## src/sv/arpp_pkg.sv

```systemverilog
// package with shared types and constants of the auto-ranging position tracker
`timescale 1ns / 1ps

package arpp_pkg;

  // window length and field widths
  localparam int SAMPLES_PER_RESULT = 16;
  localparam int CNT_W      = 9;
  localparam int ACC_W      = 20;
  localparam int MV_W       = 12;
  localparam int POS_W      = 14;
  localparam int CH_W       = 4;
  localparam int IDX_W      = 8;
  localparam int CFG_DATA_W = 12;

  // shared multiplier and divider sizes
  localparam int OP_W       = 14;
  localparam int MUL_W      = 26;
  localparam int DIV_STEPS  = MUL_W;
  localparam int DIV_CNT_W  = $clog2(DIV_STEPS);

  // scale constants
  localparam int MV_FULL_SCALE = 3300;
  localparam int POS_FULL      = 10000;

  // reset values of the configuration registers
  localparam logic [MV_W-1:0] RESET_MIN_MV = MV_W'(300);
  localparam logic [MV_W-1:0] RESET_MAX_MV = MV_W'(3000);

  // configuration register indexes
  typedef enum logic [IDX_W-1:0] {
    REG_INIT_MIN = 8'd0,
    REG_INIT_MAX = 8'd1,
    REG_CHANNEL  = 8'd2
  } cfg_reg_e;

endpackage

```

## src/sv/arpp_if.sv

```systemverilog
// channel interfaces: sample input, result output and configuration write
`timescale 1ns / 1ps

interface arpp_in_if;
  import arpp_pkg::*;
  logic            valid;
  logic            ready;
  logic [MV_W-1:0] raw_sample;

  modport source (output valid, output raw_sample, input ready);
  modport sink   (input valid, input raw_sample, output ready);
endinterface

interface arpp_out_if;
  import arpp_pkg::*;
  logic             valid;
  logic             ready;
  logic [MV_W-1:0]  average_mv;
  logic [POS_W-1:0] position_hundredths;
  logic             range_valid;
  logic [MV_W-1:0]  seen_min_mv;
  logic [MV_W-1:0]  seen_max_mv;
  logic [CH_W-1:0]  source_channel;

  modport source (output valid, output average_mv, output position_hundredths,
                  output range_valid, output seen_min_mv, output seen_max_mv,
                  output source_channel, input ready);
  modport sink   (input valid, input average_mv, input position_hundredths,
                  input range_valid, input seen_min_mv, input seen_max_mv,
                  input source_channel, output ready);
endinterface

interface arpp_cfg_if;
  import arpp_pkg::*;
  logic                  valid;
  logic                  ready;
  logic [IDX_W-1:0]      reg_idx;
  logic [CFG_DATA_W-1:0] reg_data;

  modport source (output valid, output reg_idx, output reg_data, input ready);
  modport sink   (input valid, input reg_idx, input reg_data, output ready);
endinterface

```

## src/sv/auto_ranging_position_percent.sv

```systemverilog
// top level: sample averaging, min/max tracking and position by shared multiply and divide
// flow: a sample that does not close a window passes the accept, multiply and accumulate states;
// a window-closing sample then goes on through widen and numerator multiply to the restoring
// divider, one quotient bit per cycle, which is skipped when the tracked range is empty
// throughput: a new sample is taken only once the last is through; one result per window of 16 samples
// reset: async active low; bounds reload to 300/3000 mV, accumulator and count clear
`timescale 1ns / 1ps

module auto_ranging_position_percent (
  input  logic clk_i,
  input  logic rst_ni,
  arpp_in_if.sink    in_i,
  arpp_out_if.source res_o,
  arpp_cfg_if.sink   cfg_i
);
  import arpp_pkg::*;

  typedef enum logic [2:0] {
    ST_IDLE,
    ST_MUL,
    ST_ACC,
    ST_WIDEN,
    ST_NUMER,
    ST_DIV,
    ST_DONE
  } state_e;

  state_e                state_q;
  logic [MV_W-1:0]       raw_q;
  logic [MUL_W-1:0]      mul_q;
  logic [ACC_W-1:0]      acc_q;
  logic [CNT_W-1:0]      cnt_q;
  logic [MV_W-1:0]       avg_q;
  logic [MV_W-1:0]       min_q;
  logic [MV_W-1:0]       max_q;
  logic [MV_W-1:0]       ini_min_q;
  logic [MV_W-1:0]       ini_max_q;
  logic [CH_W-1:0]       chan_q;
  logic                  rng_ok_q;
  logic [MUL_W-1:0]      div_num_q;
  logic [MV_W-1:0]       div_rem_q;
  logic [MV_W-1:0]       div_den_q;
  logic [DIV_CNT_W-1:0]  div_cnt_q;

  logic                  out_valid_q;
  logic [MV_W-1:0]       out_avg_q;
  logic [POS_W-1:0]      out_pos_q;
  logic                  out_rng_q;
  logic [MV_W-1:0]       out_min_q;
  logic [MV_W-1:0]       out_max_q;
  logic [CH_W-1:0]       out_chan_q;

  logic                  in_xfer;
  logic                  cfg_xfer;
  logic                  out_free;

  // shared multiplier: sample scaling or position numerator
  logic [OP_W-1:0]       mul_a;
  logic [OP_W-1:0]       mul_b;
  logic [2*OP_W-1:0]     mul_p;

  always_comb begin
    if (state_q == ST_NUMER) begin
      mul_a = OP_W'(avg_q - min_q);
      mul_b = OP_W'(POS_FULL);
    end else begin
      mul_a = OP_W'(raw_q);
      mul_b = OP_W'(MV_FULL_SCALE);
    end
  end

  assign mul_p = mul_a * mul_b;

  // divide by 4095 as (x + x/4096 + 1) / 4096, exact for this product range
  logic [MV_W+MV_W:0]    mv_sum;
  logic [MV_W-1:0]       mv;
  assign mv_sum = {1'b0, mul_q[2*MV_W-1:0]} + (2*MV_W+1)'(mul_q[2*MV_W-1:MV_W])
                + (2*MV_W+1)'(1);
  assign mv = mv_sum[2*MV_W-1:MV_W];

  // accumulate and window count
  logic [ACC_W-1:0]      acc_sum;
  logic [CNT_W-1:0]      cnt_inc;
  logic                  win_end;
  assign acc_sum = acc_q + ACC_W'(mv);
  assign cnt_inc = cnt_q + CNT_W'(1);
  assign win_end = (cnt_inc == CNT_W'(SAMPLES_PER_RESULT));

  // restoring divider step
  logic [MV_W:0]         rem_sh;
  logic [MV_W:0]         rem_sub;
  logic                  q_bit;
  assign rem_sh  = {div_rem_q, div_num_q[MUL_W-1]};
  assign rem_sub = rem_sh - {1'b0, div_den_q};
  assign q_bit   = (rem_sh >= {1'b0, div_den_q});

  // clamp quotient to full scale
  logic [POS_W-1:0]      pos_clamp;
  assign pos_clamp = (div_num_q > MUL_W'(POS_FULL)) ? POS_W'(POS_FULL)
                                                   : div_num_q[POS_W-1:0];

  // configuration decode with reload of the tracked bounds
  logic                  cfg_hit;
  logic [MV_W-1:0]       cfg_min;
  logic [MV_W-1:0]       cfg_max;
  logic [CH_W-1:0]       cfg_chan;

  always_comb begin
    cfg_hit  = 1'b0;
    cfg_min  = ini_min_q;
    cfg_max  = ini_max_q;
    cfg_chan = chan_q;
    case (cfg_i.reg_idx)
      REG_INIT_MIN: begin
        cfg_hit = 1'b1;
        cfg_min = cfg_i.reg_data[MV_W-1:0];
      end
      REG_INIT_MAX: begin
        cfg_hit = 1'b1;
        cfg_max = cfg_i.reg_data[MV_W-1:0];
      end
      REG_CHANNEL: begin
        cfg_hit  = 1'b1;
        cfg_chan = cfg_i.reg_data[CH_W-1:0];
      end
      default: begin
        cfg_hit = 1'b0;
      end
    endcase
  end

  assign in_xfer  = in_i.valid && in_i.ready;
  assign cfg_xfer = cfg_i.valid && cfg_i.ready;
  assign out_free = !out_valid_q || res_o.ready;

  // sequencer, datapath registers and output register
  always_ff @(posedge clk_i or negedge rst_ni) begin
    if (!rst_ni) begin
      state_q     <= ST_IDLE;
      acc_q       <= '0;
      cnt_q       <= '0;
      min_q       <= RESET_MIN_MV;
      max_q       <= RESET_MAX_MV;
      ini_min_q   <= RESET_MIN_MV;
      ini_max_q   <= RESET_MAX_MV;
      chan_q      <= '0;
      rng_ok_q    <= 1'b0;
      div_cnt_q   <= '0;
      out_valid_q <= 1'b0;
    end else begin
      // result register valid: load on a finished window, clear on transfer
      if ((state_q == ST_DONE) && out_free) begin
        out_valid_q <= 1'b1;
      end else if (res_o.ready) begin
        out_valid_q <= 1'b0;
      end
      case (state_q)
        ST_IDLE: begin
          if (in_xfer) begin
            raw_q   <= in_i.raw_sample;
            state_q <= ST_MUL;
          end
        end
        ST_MUL: begin
          mul_q   <= mul_p[MUL_W-1:0];
          state_q <= ST_ACC;
        end
        ST_ACC: begin
          if (win_end) begin
            avg_q   <= MV_W'(acc_sum / SAMPLES_PER_RESULT);
            acc_q   <= '0;
            cnt_q   <= '0;
            state_q <= ST_WIDEN;
          end else begin
            acc_q   <= acc_sum;
            cnt_q   <= cnt_inc;
            state_q <= ST_IDLE;
          end
        end
        ST_WIDEN: begin
          if (avg_q < min_q) begin
            min_q <= avg_q;
          end
          if (avg_q > max_q) begin
            max_q <= avg_q;
          end
          state_q <= ST_NUMER;
        end
        ST_NUMER: begin
          rng_ok_q  <= (max_q > min_q);
          div_num_q <= mul_p[MUL_W-1:0];
          div_den_q <= max_q - min_q;
          div_rem_q <= '0;
          div_cnt_q <= '0;
          state_q   <= (max_q > min_q) ? ST_DIV : ST_DONE;
        end
        ST_DIV: begin
          div_num_q <= {div_num_q[MUL_W-2:0], q_bit};
          div_rem_q <= q_bit ? rem_sub[MV_W-1:0] : rem_sh[MV_W-1:0];
          div_cnt_q <= div_cnt_q + DIV_CNT_W'(1);
          if (div_cnt_q == DIV_CNT_W'(DIV_STEPS - 1)) begin
            state_q <= ST_DONE;
          end
        end
        ST_DONE: begin
          if (out_free) begin
            out_avg_q   <= avg_q;
            out_pos_q   <= rng_ok_q ? pos_clamp : '0;
            out_rng_q   <= rng_ok_q;
            out_min_q   <= min_q;
            out_max_q   <= max_q;
            out_chan_q  <= chan_q;
            state_q     <= ST_IDLE;
          end
        end
        default: begin
          state_q <= ST_IDLE;
        end
      endcase
      // register write reloads the bounds and restarts the window
      if (cfg_xfer && cfg_hit) begin
        ini_min_q <= cfg_min;
        ini_max_q <= cfg_max;
        chan_q    <= cfg_chan;
        min_q     <= cfg_min;
        max_q     <= cfg_max;
        acc_q     <= '0;
        cnt_q     <= '0;
      end
    end
  end

  // port drive
  assign in_i.ready                = (state_q == ST_IDLE);
  assign cfg_i.ready               = 1'b1;
  assign res_o.valid               = out_valid_q;
  assign res_o.average_mv          = out_avg_q;
  assign res_o.position_hundredths = out_pos_q;
  assign res_o.range_valid         = out_rng_q;
  assign res_o.seen_min_mv         = out_min_q;
  assign res_o.seen_max_mv         = out_max_q;
  assign res_o.source_channel      = out_chan_q;

  // range flag agrees with the reported bounds
  assert property (@(posedge clk_i) disable iff (!rst_ni)
    res_o.valid |-> (res_o.range_valid == (res_o.seen_max_mv > res_o.seen_min_mv)))
    else $error("range flag disagrees with reported bounds");

  // empty range reports zero position
  assert property (@(posedge clk_i) disable iff (!rst_ni)
    (res_o.valid && !res_o.range_valid) |-> (res_o.position_hundredths == '0))
    else $error("nonzero position on empty range");

  // position never above full scale
  assert property (@(posedge clk_i) disable iff (!rst_ni)
    res_o.valid |-> (res_o.position_hundredths <= POS_W'(POS_FULL)))
    else $error("position above full scale");

  // a sample transfer makes the block busy next cycle
  assert property (@(posedge clk_i) disable iff (!rst_ni)
    in_xfer |=> !in_i.ready)
    else $error("ready while a sample is in progress");

endmodule

```

## src/flat_wrapper.sv

```systemverilog
// flat-port wrapper written by rule: the top's interface ports become plain ports
module auto_ranging_position_percent_flat import arpp_pkg::*;
  (clk_i, rst_ni, in_i_valid, in_i_raw_sample, in_i_ready, res_o_valid, res_o_average_mv, res_o_position_hundredths, res_o_range_valid, res_o_seen_min_mv, res_o_seen_max_mv, res_o_source_channel, res_o_ready, cfg_i_valid, cfg_i_reg_idx, cfg_i_reg_data, cfg_i_ready);
  arpp_in_if in_i_i ();
  arpp_out_if res_o_i ();
  arpp_cfg_if cfg_i_i ();
  input  logic clk_i;
  input  logic rst_ni;
  input wire logic [$bits(in_i_i.valid)-1:0] in_i_valid;
  input wire logic [$bits(in_i_i.raw_sample)-1:0] in_i_raw_sample;
  output wire logic [$bits(in_i_i.ready)-1:0] in_i_ready;
  output wire logic [$bits(res_o_i.valid)-1:0] res_o_valid;
  output wire logic [$bits(res_o_i.average_mv)-1:0] res_o_average_mv;
  output wire logic [$bits(res_o_i.position_hundredths)-1:0] res_o_position_hundredths;
  output wire logic [$bits(res_o_i.range_valid)-1:0] res_o_range_valid;
  output wire logic [$bits(res_o_i.seen_min_mv)-1:0] res_o_seen_min_mv;
  output wire logic [$bits(res_o_i.seen_max_mv)-1:0] res_o_seen_max_mv;
  output wire logic [$bits(res_o_i.source_channel)-1:0] res_o_source_channel;
  input wire logic [$bits(res_o_i.ready)-1:0] res_o_ready;
  input wire logic [$bits(cfg_i_i.valid)-1:0] cfg_i_valid;
  input wire logic [$bits(cfg_i_i.reg_idx)-1:0] cfg_i_reg_idx;
  input wire logic [$bits(cfg_i_i.reg_data)-1:0] cfg_i_reg_data;
  output wire logic [$bits(cfg_i_i.ready)-1:0] cfg_i_ready;
  assign in_i_i.valid = in_i_valid;
  assign in_i_i.raw_sample = in_i_raw_sample;
  assign in_i_ready = in_i_i.ready;
  assign res_o_valid = res_o_i.valid;
  assign res_o_average_mv = res_o_i.average_mv;
  assign res_o_position_hundredths = res_o_i.position_hundredths;
  assign res_o_range_valid = res_o_i.range_valid;
  assign res_o_seen_min_mv = res_o_i.seen_min_mv;
  assign res_o_seen_max_mv = res_o_i.seen_max_mv;
  assign res_o_source_channel = res_o_i.source_channel;
  assign res_o_i.ready = res_o_ready;
  assign cfg_i_i.valid = cfg_i_valid;
  assign cfg_i_i.reg_idx = cfg_i_reg_idx;
  assign cfg_i_i.reg_data = cfg_i_reg_data;
  assign cfg_i_ready = cfg_i_i.ready;
  auto_ranging_position_percent u_core (.clk_i(clk_i), .rst_ni(rst_ni), .in_i(in_i_i), .res_o(res_o_i), .cfg_i(cfg_i_i));
endmodule
```

## config.mk

```make
export PLATFORM = sky130hd
export DESIGN_NAME = auto_ranging_position_percent_flat
export DESIGN_NICKNAME = d
export VERILOG_FILES = /design/src/sv/arpp_pkg.sv /design/src/sv/arpp_if.sv /design/src/sv/auto_ranging_position_percent.sv /design/src/flat_wrapper.sv
export SDC_FILE = /design/constraint.sdc
export NUM_CORES = 1
export LEC_CHECK = 0
export BUFFER_PORTS_ARGS = -buffer_cell sky130_fd_sc_hd__buf_4
export CORE_MARGIN = 2
export CORE_UTILIZATION = 55
export CTS_CLUSTER_DIAMETER = 30
export CTS_CLUSTER_SIZE = 40
export DETAILED_ROUTE_END_ITERATION = 8
export GPL_TIMING_DRIVEN = 0
export HOLD_SLACK_MARGIN = 0.06
export PLACE_DENSITY = 0.73
export REMOVE_ABC_BUFFERS = 1
export SLEW_MARGIN = 40
export SYNTH_ARGS = -nofsm -noshare
export SYNTH_HDL_FRONTEND = slang
export SYNTH_SLANG_ARGS = --single-unit
```

## constraint.sdc

```tcl
create_clock -name clk_i -period 14.2 [get_ports clk_i]
set_clock_uncertainty 0.05 [all_clocks]
set_input_delay 2.13 -clock clk_i [delete_from_list [all_inputs] [get_ports clk_i]]
set_output_delay 2.13 -clock clk_i [all_outputs]
set_load 0.05 [all_outputs]
```

After elaboration in Yosys (flattened, before gate mapping). Index checks and enable logic that the tools add are counted.

$add $sub $neg: 8. $mul: 1. Div/mod/pow operators: 0. Magnitude comparators: 5. Equality and inequality tests: 13. Shift-type cells: 0. Muxes and demuxes: 30. Bitwise operators: 1. Reduce and logical (&&, ||, !) cells: 25.

Operators with widths (count): $mux 12 (9); $mux 20 (3); $pmux 26 s2 (1); $mux 14 (3); $mux 9 (3); $gt 26x14->1 const B (1); $mul 14x14->26 (1); $add 24x1->24 const B (1); $add 24x12->24 (1); $gt 12x12->1 (2); $pmux 12 s2 (1); $sub 12x12->12 (2); $pmux 3 s7 (1); $add 20x12->20 (1); $ge 13x12->1 (1); $sub 12x12->13 (1); $lt 12x12->1 (1); $reduce_and 2->1 (6); $reduce_and 3->1 (4); $reduce_bool 2->1 (6); $pmux 5 s2 (1); $add 9x1->9 const B (1); $eq 3x3->1 const B (3); $eq 9x5->1 const B (1); other kinds (19) (28).

Bits in registers: 244. Bits in latches: 0. Memory bits (writable): 0. ROM bits: 0. Bits of input ports: 37. Output and inout port bits: 58. Memories kept: 0.

Longest topological paths before layout.
Depth in word-level cells: 6. Mapped depth: 29.

Worst setup path after synthesis. Ideal clock, no wire load.

Path type: register to register. From: register u_core.min_q[1]. To: register u_core.div_num_q[24], data pin. Setup time: 0.135 ns. Arrival time: 6.555 ns. Setup slack: 7.460 ns. Stages on the path, launching flop included: 26. Path buffers: 0. Period minus slack after synthesis: 6.740 ns. Cells stage by stage: dfrtp_1 inv_1 ha_1 nor2b_1 o21a_1 o21ai_1 a21boi_0 o21a_1 or3_1 inv_1 nor2_1 fa_1 inv_1 fa_1 fa_1 fa_1 fa_1 ha_1 ha_1 a21o_1 a21oi_1 o22ai_1 o31ai_2 a21oi_1 or4b_1 nand3_1.

Word-level cells in the longest chain between the ends: 4.

RTL lines: start: declaration (line auto_ranging_position_percent.sv:34) `logic [MV_W-1:0] min_q;`; start signal: assignment (line auto_ranging_position_percent.sv:182) `min_q <= avg_q;`; start signal: assignment (line auto_ranging_position_percent.sv:225) `min_q <= cfg_min;`; $sub 12x12->13 (line auto_ranging_position_percent.sv:64) `mul_a = OP_W'(avg_q - min_q);`; $mux 14 (line auto_ranging_position_percent.sv:63) `if (state_q == ST_NUMER) begin`; $mul 14x14->26 (line auto_ranging_position_percent.sv:72) `assign mul_p = mul_a * mul_b;`; $pmux 26 s2 (line auto_ranging_position_percent.sv:157) `case (state_q)`; end signal: assignment (line auto_ranging_position_percent.sv:191) `div_num_q <= mul_p[MUL_W-1:0];`; end signal: assignment (line auto_ranging_position_percent.sv:198) `div_num_q <= {div_num_q[MUL_W-2:0], q_bit};`; end: declaration (line auto_ranging_position_percent.sv:40) `logic [MUL_W-1:0] div_num_q;`.

Every way passes these cells. A chain may end at the register's enable or synchronous reset.

Worst setup path in the final report.
From: register u_core.avg_q[0]. To: register u_core.div_num_q[24], data pin.

Word-level cells in the longest chain between the ends: 4.

RTL lines: start: declaration (line auto_ranging_position_percent.sv:33) `logic [MV_W-1:0] avg_q;`; start signal: assignment (line auto_ranging_position_percent.sv:170) `avg_q <= MV_W'(acc_sum / SAMPLES_PER_RESULT);`; $sub 12x12->13 (line auto_ranging_position_percent.sv:64); $mux 14 (line auto_ranging_position_percent.sv:63); $mul 14x14->26 (line auto_ranging_position_percent.sv:72); $pmux 26 s2 (line auto_ranging_position_percent.sv:157).

Every way passes these cells.

==> metrics.csv <==
metric;value;unit
status;complete, no violations;
synthAdderAreaFrac;22.8;%
gp_congestion;0.905;
wl_per_cell;18.2;um
grt_pass1_wl;63300;um
ios;95;
grtUsageMet2;44.8;%
maxSlewHeadroom;43.6;%
ys_seq_area_share;41.2;%
coreArea;29500;sq um
fin_setup_tns;0;ns
cp_max_fo;6;
crit_family;adder cells;
busiest_layer;met2;
antenna_found_initial;0;
ys_ff_latch;238;
critPathRequiredTime;14.56;ns
rsz0062_at_grt;false;
n_antenna_cell;0;
grt-ovfl-total;0;
critical_path_class;flop to flop;
ys_async_sr_fraction;36.6;%
regArea;6740;sq um
h-tree-depth;2;
multiInputGateArea;8910;sq um
nNetsFinal;1956;
fillers;2244;
drtIter0Drc;714;
dp_hpwl;28700;um
path_buf_inv;5;
fmax;130;MHz
synth_flop_cell;edfxtp_1;
synth_cells;1536;
grt_use_met1;32.9;%
grt_max_degree;92;
tritoncts;done;
grt_util_met3;3.88;%
synth_edf_count;151;
dp.cells;2015;
ctsLongestPathBuffers;3;
final_layout_size_suffix_gt1_share;16.2;%
synth_compound_area_share;11.9;%
cap_violations;0;
min_path_type;flop to flop;
synth_top_family_by_area;adder cells;
synthXorXnorAreaFrac;3.69;%
rows;63;
worst-endpoint-arrival;8.02;ns
die_h;177;um
track_usage;25.7;%
initial_core_util;55.5;%
post_cts_buffers;0;
syn2layout_area_growth;18.9;%
yosys_warnings;0;
root_buffer;clkbuf_16;
hold_buffers;0;
routed_via_density;5.71;
finalCritPeriodShare;54.0;%
slowest_stage;fa_1;
final-setup-viol-count;0;
yosys.area_share.simple;12.9;%
synth_mux_area_share;1.99;%
cp_common_cell;fa_1;
die_w;177;um
cts_buffers;50;
num_vias;12039;
dieArea;31200;sq um
netlist_area;16400;sq um
critPathMaxStageDelay;0.57;ns
start_kind;flop;
grt_pass1_vias;12439;
fin_worst_hold_slack;0.394;ns
post_cts_resized;0;
final_cell_mix;193 x inv_1, 151 x edfxtp_1, 149 x ha_1;
dr.pass1.iters;5;
final_common_cell;inv_1;
period_minus_slack;7.66;ns
clk_pin_slew;0.05;ns
final_antenna_net_count;0;
slew_violations;0;
worstSkewPairLatency;0.54;ns
synth_cell_types;78;
max_slew.worst_pin.slew;0.837;ns
finalWirelength;38400;um
critPathCaptureType;flop;
hold_viol_final;0;
fin_cells;2109;
io_buffers;93;
drcViolationCount;0;
cts.sink_count;238;
syn_area_per_cell;10.7;sq um
==> area by class of cell <==
class,count,share of cell area [%]
Timing Repair Buffer,106,4.15
Clock buffer,60,7.16
Sequential cell,238,34.6
Multi-Input combinational cell,1087,45.8
Clock inverter,34,2.02
Tap cell,390,2.51
Inverter,194,3.74
==> final timing paths <==
path	start	endpoint	slack, ns	depth (start not counted)
setup / recovery	u_core.avg_q[0]	u_core.div_num_q[24]	6.54	27
hold / removal	u_core.chan_q[1]	u_core.res_o.source_channel[1]	0.39	0
setup reg to reg	u_core.avg_q[0]	u_core.div_num_q[24]	6.54	27
hold reg to reg	u_core.chan_q[1]	u_core.res_o.source_channel[1]	0.39	0
max in group asynchronous	rst_ni	u_core.cnt_q[3]	12.05	1
min in group asynchronous	rst_ni	u_core.ini_max_q[6]	1.55	1
==> cell usage after synthesis, drive strengths merged, types with 17 or more instances <==
master | count | area (sq um)
inv | 194 | 728
edfxtp | 151 | 4530
ha | 149 | 1860
nand2 | 139 | 522
fa | 93 | 1860
nor2 | 91 | 342
dfrtp | 65 | 1630
o21ai | 63 | 323
a21oi | 54 | 274
xnor2 | 47 | 412
nand3 | 44 | 225
clkbuf | 31 | 116
a21o | 27 | 203
nand2b | 25 | 156
nand4 | 24 | 150
nor3 | 24 | 120
and3 | 22 | 138
dfstp | 22 | 578
xor2 | 22 | 193
mux2 | 21 | 236
o21a | 21 | 159
and2 | 18 | 113
a31oi | 17 | 106
==> sequential cells by signal, summed over array words and instances (netlist names), 12 cells and up <==
| signal | flops |
|---|---|
| u_core.div_num_q | 26 |
| u_core.mul_q | 22 |
| u_core.acc_q | 16 |
| u_core.res_o.position_hundredths | 14 |
| u_core.avg_q | 12 |
| u_core.div_den_q | 12 |
| u_core.div_rem_q | 12 |
| u_core.ini_max_q | 12 |
| u_core.ini_min_q | 12 |
| u_core.max_q | 12 |
| u_core.min_q | 12 |
| u_core.raw_q | 12 |
| u_core.res_o.average_mv | 12 |
| u_core.res_o.seen_max_mv | 12 |
| u_core.res_o.seen_min_mv | 12 |
==> logic make-up (layout without fill, tap and decap cells) <==
| logic type | after synthesis | after routing |
|---|---|---|
| AOI/OAI and AO/OA | 283 | 283 |
| xor gates and xnor gates | 69 | 69 |
| adders and majority gates | 242 | 242 |
| buffers and inverters | 236 | 394 |
| DFF | 238 | 238 |
| muxes | 30 | 30 |
| other | 2 | 27 |
| and+or+nand+nor | 436 | 436 |
==> worst reg2reg max path, cell delays in order (launching register included) <==
cell      delay (ns)
edfxtp_1        0.55
inv_1           0.22
ha_1            0.19
inv_1           0.05
fa_1            0.39
a21oi_1         0.27
o221a_2         0.27
o21bai_1        0.07
a21oi_1         0.17
xnor2_1         0.14
nand2_1         0.12
inv_1           0.18
fa_1            0.46
fa_1            0.49
fa_1            0.55
fa_1            0.57
inv_1           0.06
fa_1            0.54
inv_1           0.05
ha_1            0.30
ha_1            0.40
and3_1          0.22
o211ai_1        0.09
o22ai_1         0.14
o31ai_2         0.28
a21oi_1         0.15
or4b_1          0.48
nand3_1         0.09
==> layer usage <==
| metal | vias to the layer above | wire length (um) | share of wire (%) |
|---|---|---|---|
| met5 | - | 0 | 0 |
| met2 | 349 | 19700 | 51 |
| li1 | 5650 | - | - |
| met1 | 5963 | 15800 | 41 |
| met3 | 77 | 1850 | 4.8 |
| met4 | 0 | 1040 | 2.7 |
==> stage by stage <==
| step | setup slack (ns) | cell area [sq um] | utilization [%] |
|---|---|---|---|
| floorplan | 7.46 | 16300 | - |
| global placement | 4.86 | 17500 | 59.3 |
| detailed placement | 6.59 | 17600 | 59.9 |
| CTS | 6.55 | 19400 | 65.9 |
| global route | 6.11 | 19500 | 66.0 |
| finish | 6.54 | 19500 | 66.0 |
Power is not shown: default switching activity piles up to over one toggle a cycle in this logic, so the estimate is an artifact.
